<file path="config.mk">
export PLATFORM = sky130hd
export DESIGN_NAME = nec_ir_frame_decoder
export DESIGN_NICKNAME = d
export VERILOG_FILES = /design/src/hw/rtl/necir_pkg.sv /design/src/hw/rtl/necir_cfg_regs.sv /design/src/hw/rtl/necir_decode_core.sv /design/src/hw/rtl/nec_ir_frame_decoder.sv
export SDC_FILE = /design/constraint.sdc
export NUM_CORES = 1
export LEC_CHECK = 0
export BUFFER_PORTS_ARGS = -buffer_cell sky130_fd_sc_hd__buf_2
export CAP_MARGIN = 10
export CORE_MARGIN = 5
export CORE_UTILIZATION = 40
export DETAILED_ROUTE_END_ITERATION = 10
export RECOVER_POWER = 25
export SLEW_MARGIN = 15
export SYNTH_ARGS = -nofsm -noshare
export SYNTH_HDL_FRONTEND = slang
export SYNTH_SLANG_ARGS = --single-unit
</file>
<file path="constraint.sdc">
create_clock -name clock -period 3.8 [get_ports clock]
set_input_delay 0 -clock clock [delete_from_list [all_inputs] [get_ports clock]]
set_output_delay 0 -clock clock [all_outputs]
set_load 0.05 [all_outputs]
</file>
<file path="src/hw/rtl/necir_pkg.sv">
package necir_pkg;

   // Decoder status codes as seen on the result channel.
   typedef enum logic [2:0] {
      ST_IDLE         = 3'd0,
      ST_TIMING_ERR   = 3'd1,
      ST_CHECKSUM_ERR = 3'd2,
      ST_PACKET       = 3'd3,
      ST_REPEAT       = 3'd4
   } status_type;

   // Input item kinds.
   localparam logic KIND_EDGE     = 1'b0;
   localparam logic KIND_OVERFLOW = 1'b1;

   // Configuration register indexes.
   localparam int unsigned CSR_INDEX_W = 3;
   localparam logic [CSR_INDEX_W-1:0] CSR_START_WINDOW    = 3'd0;
   localparam logic [CSR_INDEX_W-1:0] CSR_ONE_WINDOW      = 3'd1;
   localparam logic [CSR_INDEX_W-1:0] CSR_ZERO_WINDOW     = 3'd2;
   localparam logic [CSR_INDEX_W-1:0] CSR_REPEAT1_WINDOW  = 3'd3;
   localparam logic [CSR_INDEX_W-1:0] CSR_REPEAT2_WINDOW  = 3'd4;
   localparam logic [CSR_INDEX_W-1:0] CSR_OVERFLOW_LIMIT  = 3'd5;

   // Register reset values.
   localparam logic [31:0] RST_START_WINDOW   = 32'd1900569000;
   localparam logic [31:0] RST_ONE_WINDOW     = 32'd327684000;
   localparam logic [31:0] RST_ZERO_WINDOW    = 32'd176949000;
   localparam logic [31:0] RST_REPEAT1_WINDOW = 32'd1638420000;
   localparam logic [31:0] RST_REPEAT2_WINDOW = 32'd4294961760;
   localparam logic [7:0]  RST_OVERFLOW_LIMIT = 8'd3;

   // Edge counter landmarks.
   localparam logic [5:0] EDGE_START     = 6'd2;
   localparam logic [5:0] EDGE_FIRST_BIT = 6'd3;
   localparam logic [5:0] EDGE_LAST_BIT  = 6'd34;
   localparam logic [5:0] EDGE_CHECK     = 6'd35;
   localparam logic [5:0] EDGE_REPEAT_1  = 6'd36;
   localparam logic [5:0] EDGE_REPEAT_2  = 6'd37;
   localparam logic [5:0] EDGE_MAX       = 6'd63;

   typedef struct packed {
      logic [31:0] start_window;
      logic [31:0] one_window;
      logic [31:0] zero_window;
      logic [31:0] repeat1_window;
      logic [31:0] repeat2_window;
      logic [7:0]  overflow_limit;
   } cfg_type;

   typedef struct packed {
      status_type  status;
      logic        new_packet;
      logic [31:0] frame_bits;
   } result_type;

   // A window packs its minimum in bits 15..0 and its maximum in bits 31..16.
   function automatic logic in_window(input logic [31:0] win, input logic [15:0] iv);
      return (iv >= win[15:0]) && (iv <= win[31:16]);
   endfunction

endpackage

</file>
<file path="src/hw/rtl/necir_cfg_regs.sv">
module necir_cfg_regs (
   input  logic                          clock,
   input  logic                          reset,
   input  logic                          csr_we,
   input  logic [necir_pkg::CSR_INDEX_W-1:0] csr_index,
   input  logic [31:0]                   csr_wdata,
   output necir_pkg::cfg_type            cfg
);
   import necir_pkg::*;

   cfg_type cfg_ff;
   cfg_type cfg_in;

   always_comb begin
      cfg_in = cfg_ff;
      if (csr_we) begin
         unique case (csr_index)
            CSR_START_WINDOW:   cfg_in.start_window   = csr_wdata;
            CSR_ONE_WINDOW:     cfg_in.one_window     = csr_wdata;
            CSR_ZERO_WINDOW:    cfg_in.zero_window    = csr_wdata;
            CSR_REPEAT1_WINDOW: cfg_in.repeat1_window = csr_wdata;
            CSR_REPEAT2_WINDOW: cfg_in.repeat2_window = csr_wdata;
            CSR_OVERFLOW_LIMIT: cfg_in.overflow_limit = csr_wdata[7:0];
            default:            cfg_in = cfg_ff;
         endcase
      end
   end

   always_ff @(posedge clock) begin
      if (reset) begin
         cfg_ff.start_window   <= RST_START_WINDOW;
         cfg_ff.one_window     <= RST_ONE_WINDOW;
         cfg_ff.zero_window    <= RST_ZERO_WINDOW;
         cfg_ff.repeat1_window <= RST_REPEAT1_WINDOW;
         cfg_ff.repeat2_window <= RST_REPEAT2_WINDOW;
         cfg_ff.overflow_limit <= RST_OVERFLOW_LIMIT;
      end else begin
         cfg_ff <= cfg_in;
      end
   end

   assign cfg = cfg_ff;

endmodule

</file>
<file path="src/hw/rtl/necir_decode_core.sv">
module necir_decode_core (
   input  logic                   clock,
   input  logic                   reset,
   input  logic                   step,
   input  logic                   kind,
   input  logic [15:0]            interval,
   input  necir_pkg::cfg_type     cfg,
   output necir_pkg::result_type  result
);
   import necir_pkg::*;

   logic [5:0]  edge_count_ff, edge_count_in;
   status_type  status_ff, status_in;
   logic [31:0] frame_bits_ff, frame_bits_in;
   logic [7:0]  overflow_ff, overflow_in;
   logic [5:0]  edge_inc;
   logic [5:0]  bit_offset;
   logic [4:0]  bit_idx;
   logic [7:0]  overflow_inc;
   logic        pulse;

   always_comb begin
      edge_count_in = edge_count_ff;
      status_in     = status_ff;
      frame_bits_in = frame_bits_ff;
      overflow_in   = overflow_ff;
      pulse         = 1'b0;
      edge_inc      = (edge_count_ff < EDGE_MAX) ? edge_count_ff + 6'd1 : edge_count_ff;
      bit_offset    = edge_inc - EDGE_FIRST_BIT;
      bit_idx       = bit_offset[4:0];
      overflow_inc  = overflow_ff + 8'd1;

      if (kind == KIND_OVERFLOW) begin
         if (overflow_ff < cfg.overflow_limit) begin
            overflow_in = overflow_inc;
            if (overflow_inc == cfg.overflow_limit) begin
               edge_count_in = '0;
               status_in     = ST_IDLE;
            end
         end
      end else begin
         overflow_in   = '0;
         edge_count_in = edge_inc;
         priority if (edge_inc == EDGE_START) begin
            if (!in_window(cfg.start_window, interval)) begin
               edge_count_in = '0;
               status_in     = ST_TIMING_ERR;
            end
         end else if (edge_inc >= EDGE_FIRST_BIT && edge_inc <= EDGE_LAST_BIT) begin
            // The one window is tested first, so it wins where the windows overlap.
            if (in_window(cfg.one_window, interval)) begin
               frame_bits_in[bit_idx] = 1'b1;
            end else if (in_window(cfg.zero_window, interval)) begin
               frame_bits_in[bit_idx] = 1'b0;
            end else begin
               edge_count_in = '0;
               status_in     = ST_TIMING_ERR;
            end
         end else if (edge_inc == EDGE_CHECK) begin
            if (frame_bits_ff[23:16] == ~frame_bits_ff[31:24]) begin
               status_in = ST_PACKET;
               pulse     = 1'b1;
            end else begin
               edge_count_in = '0;
               status_in     = ST_CHECKSUM_ERR;
            end
         end else if (edge_inc == EDGE_REPEAT_1) begin
            if (!in_window(cfg.repeat1_window, interval)) begin
               if (in_window(cfg.start_window, interval)) begin
                  edge_count_in = EDGE_START;
               end else begin
                  edge_count_in = '0;
                  status_in     = ST_TIMING_ERR;
               end
            end
         end else if (edge_inc == EDGE_REPEAT_2) begin
            if (in_window(cfg.repeat2_window, interval)) begin
               edge_count_in = EDGE_CHECK;
               status_in     = ST_REPEAT;
            end else if (in_window(cfg.start_window, interval)) begin
               edge_count_in = EDGE_START;
            end else begin
               edge_count_in = '0;
               status_in     = ST_TIMING_ERR;
            end
         end else begin
            edge_count_in = edge_inc;
         end
      end
   end

   always_ff @(posedge clock) begin
      if (reset) begin
         edge_count_ff <= '0;
         status_ff     <= ST_IDLE;
         frame_bits_ff <= '0;
         overflow_ff   <= '0;
      end else if (step) begin
         edge_count_ff <= edge_count_in;
         status_ff     <= status_in;
         frame_bits_ff <= frame_bits_in;
         overflow_ff   <= overflow_in;
      end
   end

   assign result.status     = status_in;
   assign result.new_packet = pulse;
   assign result.frame_bits = frame_bits_in;

   // The counter only ever holds edge numbers of a frame or a repeat code.
   a_edge_range: assert property (@(posedge clock) disable iff (reset)
      edge_count_ff <= EDGE_REPEAT_2)
      else $error("edge counter left the frame range");

   // An accepted edge clears the overflow counter.
   a_edge_clears_ovf: assert property (@(posedge clock) disable iff (reset)
      step && kind == KIND_EDGE |=> overflow_ff == 8'd0)
      else $error("overflow counter not cleared by an edge");

   // A new packet is announced only when the checksum edge lands as received.
   a_pulse_state: assert property (@(posedge clock) disable iff (reset)
      step && pulse |=> status_ff == ST_PACKET && edge_count_ff == EDGE_CHECK)
      else $error("new packet without packet state");

   // Frame bits change only on data-bit edges.
   a_bits_only_on_data: assert property (@(posedge clock) disable iff (reset)
      step && (kind == KIND_OVERFLOW || edge_inc < EDGE_FIRST_BIT
               || edge_inc > EDGE_LAST_BIT) |=> $stable(frame_bits_ff))
      else $error("frame bits changed outside a data edge");

endmodule

</file>
<file path="src/hw/rtl/nec_ir_frame_decoder.sv">
// Channel  | Direction | Handshake              | Payload
// req      | in        | req_valid / req_ready  | req_kind, req_interval
// rsp      | out       | rsp_valid / rsp_ready  | rsp_status, rsp_new_packet, four data bytes
// csr      | in        | csr_we (no wait)       | csr_index, csr_wdata
//
// Each request transfer is captured in an input register; on advance, the decode logic
// judges it against the current state, updates the state and loads the result register.
// rsp_valid rises when the result register is loaded, so an item passes the input register
// and then the result register; one item per cycle is sustained while rsp_ready is high.
// Reset (synchronous, active high) restores the default windows, clears the decoder state
// and empties both registers. A stalled result holds the input register, which in turn
// drops req_ready only when it is full and cannot advance.
module nec_ir_frame_decoder (
   input  logic                              clock,
   input  logic                              reset,
   input  logic                              req_valid,
   output logic                              req_ready,
   input  logic                              req_kind,
   input  logic [15:0]                       req_interval,
   output logic                              rsp_valid,
   input  logic                              rsp_ready,
   output logic [2:0]                        rsp_status,
   output logic                              rsp_new_packet,
   output logic [7:0]                        rsp_address_low,
   output logic [7:0]                        rsp_address_high,
   output logic [7:0]                        rsp_command,
   output logic [7:0]                        rsp_command_inverse,
   input  logic                              csr_we,
   input  logic [necir_pkg::CSR_INDEX_W-1:0] csr_index,
   input  logic [31:0]                       csr_wdata
);
   import necir_pkg::*;

   cfg_type     cfg;
   result_type  result;

   // Input register.
   logic        in_valid_ff, in_valid_in;
   logic        in_kind_ff;
   logic [15:0] in_interval_ff;

   // Result register.
   logic        out_valid_ff, out_valid_in;
   result_type  out_ff;

   logic        req_xfer;
   logic        advance;

   // The held item moves into the result register when that register is free or
   // its contents are transferred in the same cycle.
   assign advance   = in_valid_ff && (!out_valid_ff || rsp_ready);
   assign req_ready = !in_valid_ff || advance;
   assign req_xfer  = req_valid && req_ready;

   assign in_valid_in  = req_xfer || (in_valid_ff && !advance);
   assign out_valid_in = advance || (out_valid_ff && !rsp_ready);

   necir_cfg_regs u_cfg (
      .clock     (clock),
      .reset     (reset),
      .csr_we    (csr_we),
      .csr_index (csr_index),
      .csr_wdata (csr_wdata),
      .cfg       (cfg)
   );

   necir_decode_core u_core (
      .clock    (clock),
      .reset    (reset),
      .step     (advance),
      .kind     (in_kind_ff),
      .interval (in_interval_ff),
      .cfg      (cfg),
      .result   (result)
   );

   always_ff @(posedge clock) begin
      if (reset) begin
         in_valid_ff  <= 1'b0;
         out_valid_ff <= 1'b0;
      end else begin
         in_valid_ff  <= in_valid_in;
         out_valid_ff <= out_valid_in;
      end
   end

   // Payload registers carry no reset; their valid flags qualify them.
   always_ff @(posedge clock) begin
      if (req_xfer) begin
         in_kind_ff     <= req_kind;
         in_interval_ff <= req_interval;
      end
      if (advance) begin
         out_ff <= result;
      end
   end

   assign rsp_valid           = out_valid_ff;
   assign rsp_status          = out_ff.status;
   assign rsp_new_packet      = out_ff.new_packet;
   assign rsp_address_low     = out_ff.frame_bits[7:0];
   assign rsp_address_high    = out_ff.frame_bits[15:8];
   assign rsp_command         = out_ff.frame_bits[23:16];
   assign rsp_command_inverse = out_ff.frame_bits[31:24];

   // The held item may only advance when the result register can take it.
   a_no_overwrite: assert property (@(posedge clock) disable iff (reset)
      out_valid_ff && !rsp_ready |-> !advance)
      else $error("result register overwritten while stalled");

   // A waiting result stays unchanged until it is transferred.
   a_result_held: assert property (@(posedge clock) disable iff (reset)
      out_valid_ff && !rsp_ready |=> out_valid_ff && $stable(out_ff))
      else $error("stalled result changed");

   // A full input register that cannot advance must refuse new requests.
   a_input_blocked: assert property (@(posedge clock) disable iff (reset)
      in_valid_ff && !advance |-> !req_ready)
      else $error("input register overrun");

endmodule
</file>
==> summary.txt <==
Unrepaired setup endpoints after global routing = false
Slew of the pin with the lowest slew margin = 2.41 ns
Full die area = 43000 µm²
Worst hold path class = in -> reg
Wire per inst = 18.6 µm
Net Sw Power = 1.85 mW
First-pass GRT wire length = 74400 µm
Seq/Total Area, Yosys = 38.4%
Max Freq = 0.268 GHz
Syn Nets = 2102
#FFs+latches synth = 272
Vias = 13.6k
Layout area overhead = 17.3%
Final Hold Vio Count = 4
Die H = 207 µm
CTS tree = yes
Post-CTS Setup Inserts = 0
CTS max path bufs = 3
DR vias/cell = 5.35
All-Layer GR Usage = 21.3%
Synth warn = 0
Final setup violation count = 0
EDFF count, synth = 53
Port buffer count = 94
Drt first pass iters = 5
Violated checks = hold timing, capacitance limit, slew limit
Slew headroom = -60.6%
Status = finished with violations
Post-synth top flop = dfxtp_1
Post-CTS resize count = 0
Most common cell after layout, fill and taps aside = nand2_1
Logic pwr share = 11.8%
Critical path launch point type = register
Routed Antenna Nets = 0
Leak pwr = 7.40 nW
Switching Fraction = 25.4%
Power Density = 399 nW/µm²
Crit share post-route = 98.2%
Clock root buffer = clkbuf_16
Async S/R FF share, synth = 0%
Cts bufs inserted = 31
Vias in the first global route = 13.4k
Distinct cells, synth = 83
Routability cong. = 0.877
Met1 Use GR = 27.8%
Total Power = 7.30 mW
Critical Path Sink Type = register
Largest net degree at the start of global routing = 116
Num ports = 95
Hold-fix buffers, CTS = 58
Proportion of power drawn by the clock network = 46.3%
Setup TNS = 0 ns
Worst-path clk slew = 0.06 ns
Most frequent cells in the layout = nand2_1, dfxtp_1, a21oi_1, inv_1, ha_1
Final Critical Period = 3.73 ns
Crit-path max FO = 4
Share of layout cells above drive strength 1 = 8.78%
Avg Cell Area, Syn = 8.33 µm²
Gr busiest metal = met2
Required time of the worst setup path = 4.17 ns
CP Class = reg -> reg
Met2 Use GR = 35.9%
Sink Count = 272
Die Wd = 207 µm
Initial antenna violation count = 3
DRT Wirelength = 47200 µm
Critical Path AT = 4.10 ns
Clock skew = 0.0141 ns
Int Pwr = 5.44 mW
Remaining DRCs = 0
Grt ovf = 0
Max VDD drop = 0.323 mV
Seq pwr share = 41.9%
Worst hold slack = -0.0364 ns
Placed inst area = 16600 µm²
FP Rows = 72
Met3 GRT Util = 3.54%
Count of pins over their slew limit = 77
Post-Syn Area = 15600 µm²
Initial Utilization = 40.4%
Initial DRC count = 954
Final Cell Area = 18300 µm²
Max-Cap Viols = 2
Post-Synthesis Cells = 1870
CORE AREA = 38600 µm²
Clock latency on the worst-skew pair = 0.57 ns
CTS H-tree depth = 1
Post-layout nets = 2235
Hpwl dp = 33000 µm
==> cell type report <==
cell class	count	area, µm²
flip-flops and latches	272	5980
fillers	3818	20300
clock inverters	18	294
well taps	518	648
inverters	180	676
diodes	1	2.50
repair buffers	189	1280
clock buffers	39	860
multi-input cells	1329	8530
==> cell families (layout without fill, tap and decap cells) <==
group,Yosys count,count (layout),synth area share [%]
other cells,0,1,0
mux,4,4,0.297
simple gates,709,709,21.3
buf+inv,269,426,6.89
xor+xnor,22,22,1.29
flops,272,272,38.4
compound gates,419,419,17.8
fa+ha+maj,175,175,14.1
==> metrics by stage <==
stage | cells | util, % | setup slack, ns | hold WS (ns)
after global routing | 2546 | 47.4 | 0.0547 | 0.0320
after detailed placement | 2430 | 43.1 | 0.290 | 0.179
final | 2546 | 47.4 | 0.0669 | -0.0364
after CTS | 2545 | 47.6 | 0.246 | 0.00207
after floorplan | 1870 | - | 0.754 | 0.0989
after global placement | 2430 | 43.1 | 0.361 | 0.179
==> power by group through the flow <==
stage | logic [mW] | registers, mW | clock network (mW)
after floorplan | 0.462 | 3.18 | 0
after CTS | 0.860 | 3.06 | 3.43
final | 0.858 | 3.06 | 3.38
after global placement | 0.801 | 3.12 | 0
after global routing | 0.951 | 3.07 | 3.56
after detailed placement | 0.809 | 3.12 | 0
==> layer usage <==
layer	part of all wire [%]	vias to the layer above
li1	-	6762
met1	44	6345
met2	47	425
met3	6.1	96
met4	3.5	4
met5	0.057	-
==> synthesized netlist by cell type (all sizes together), types with 21 or more instances <==
master	instances	area [µm²]
nand3b	38	285
ha	175	2190
dfxtp	219	4380
nand2	406	1520
a21oi	185	930
edfxtp	53	1590
o211ai	22	179
nand4	32	215
nor2	77	308
nor3	36	215
buf	21	141
o21ai	46	234
nand3	31	155
inv	180	676
o2bb2ai	32	280
clkbuf	68	255
==> worst max-delay path, cell delays in order (launching register included) <==
cell and delay (ns):
edfxtp_1 0.49, ha_1 0.34, a21oi_1 0.15, o21ai_0 0.10, a221o_1 0.36, o311ai_0 1.06, o211ai_1 0.33, o221ai_1 0.26
o211ai_1 0.13, o32ai_1 0.30
==> flip-flops by register name, indices dropped and copies added, names as in the netlist <==
name and count:
rsp_address_high 8, rsp_address_low 8, u_core.overflow_ff 8, rsp_valid 1, u_core.status_ff 3, in_interval_ff 16
u_core.frame_bits_ff 32, u_core.edge_count_ff 6, rsp_command_inverse 8, rsp_new_packet 1, in_valid_ff 1, rsp_status 3
rsp_command 8, in_kind_ff 1, u_cfg.cfg 168
==> path summary, 6_finish.rpt <==
kind	start	to	slack, ns	depth (start not counted)
worst min-delay path	reset	u_core.frame_bits_ff[9]$_SDFFE_PP0P_	-0.04	2
worst max-delay path	in_interval_ff[5]$_DFFE_PP_	rsp_status[2]$_DFFE_PP_	0.07	9
worst max register to register	in_interval_ff[5]$_DFFE_PP_	rsp_status[2]$_DFFE_PP_	0.07	9
worst min register to register	u_cfg.cfg[159]$_SDFFE_PP0P_	u_cfg.cfg[159]$_SDFFE_PP0P_	0.46	2
(Power assumes the default switching activity.)
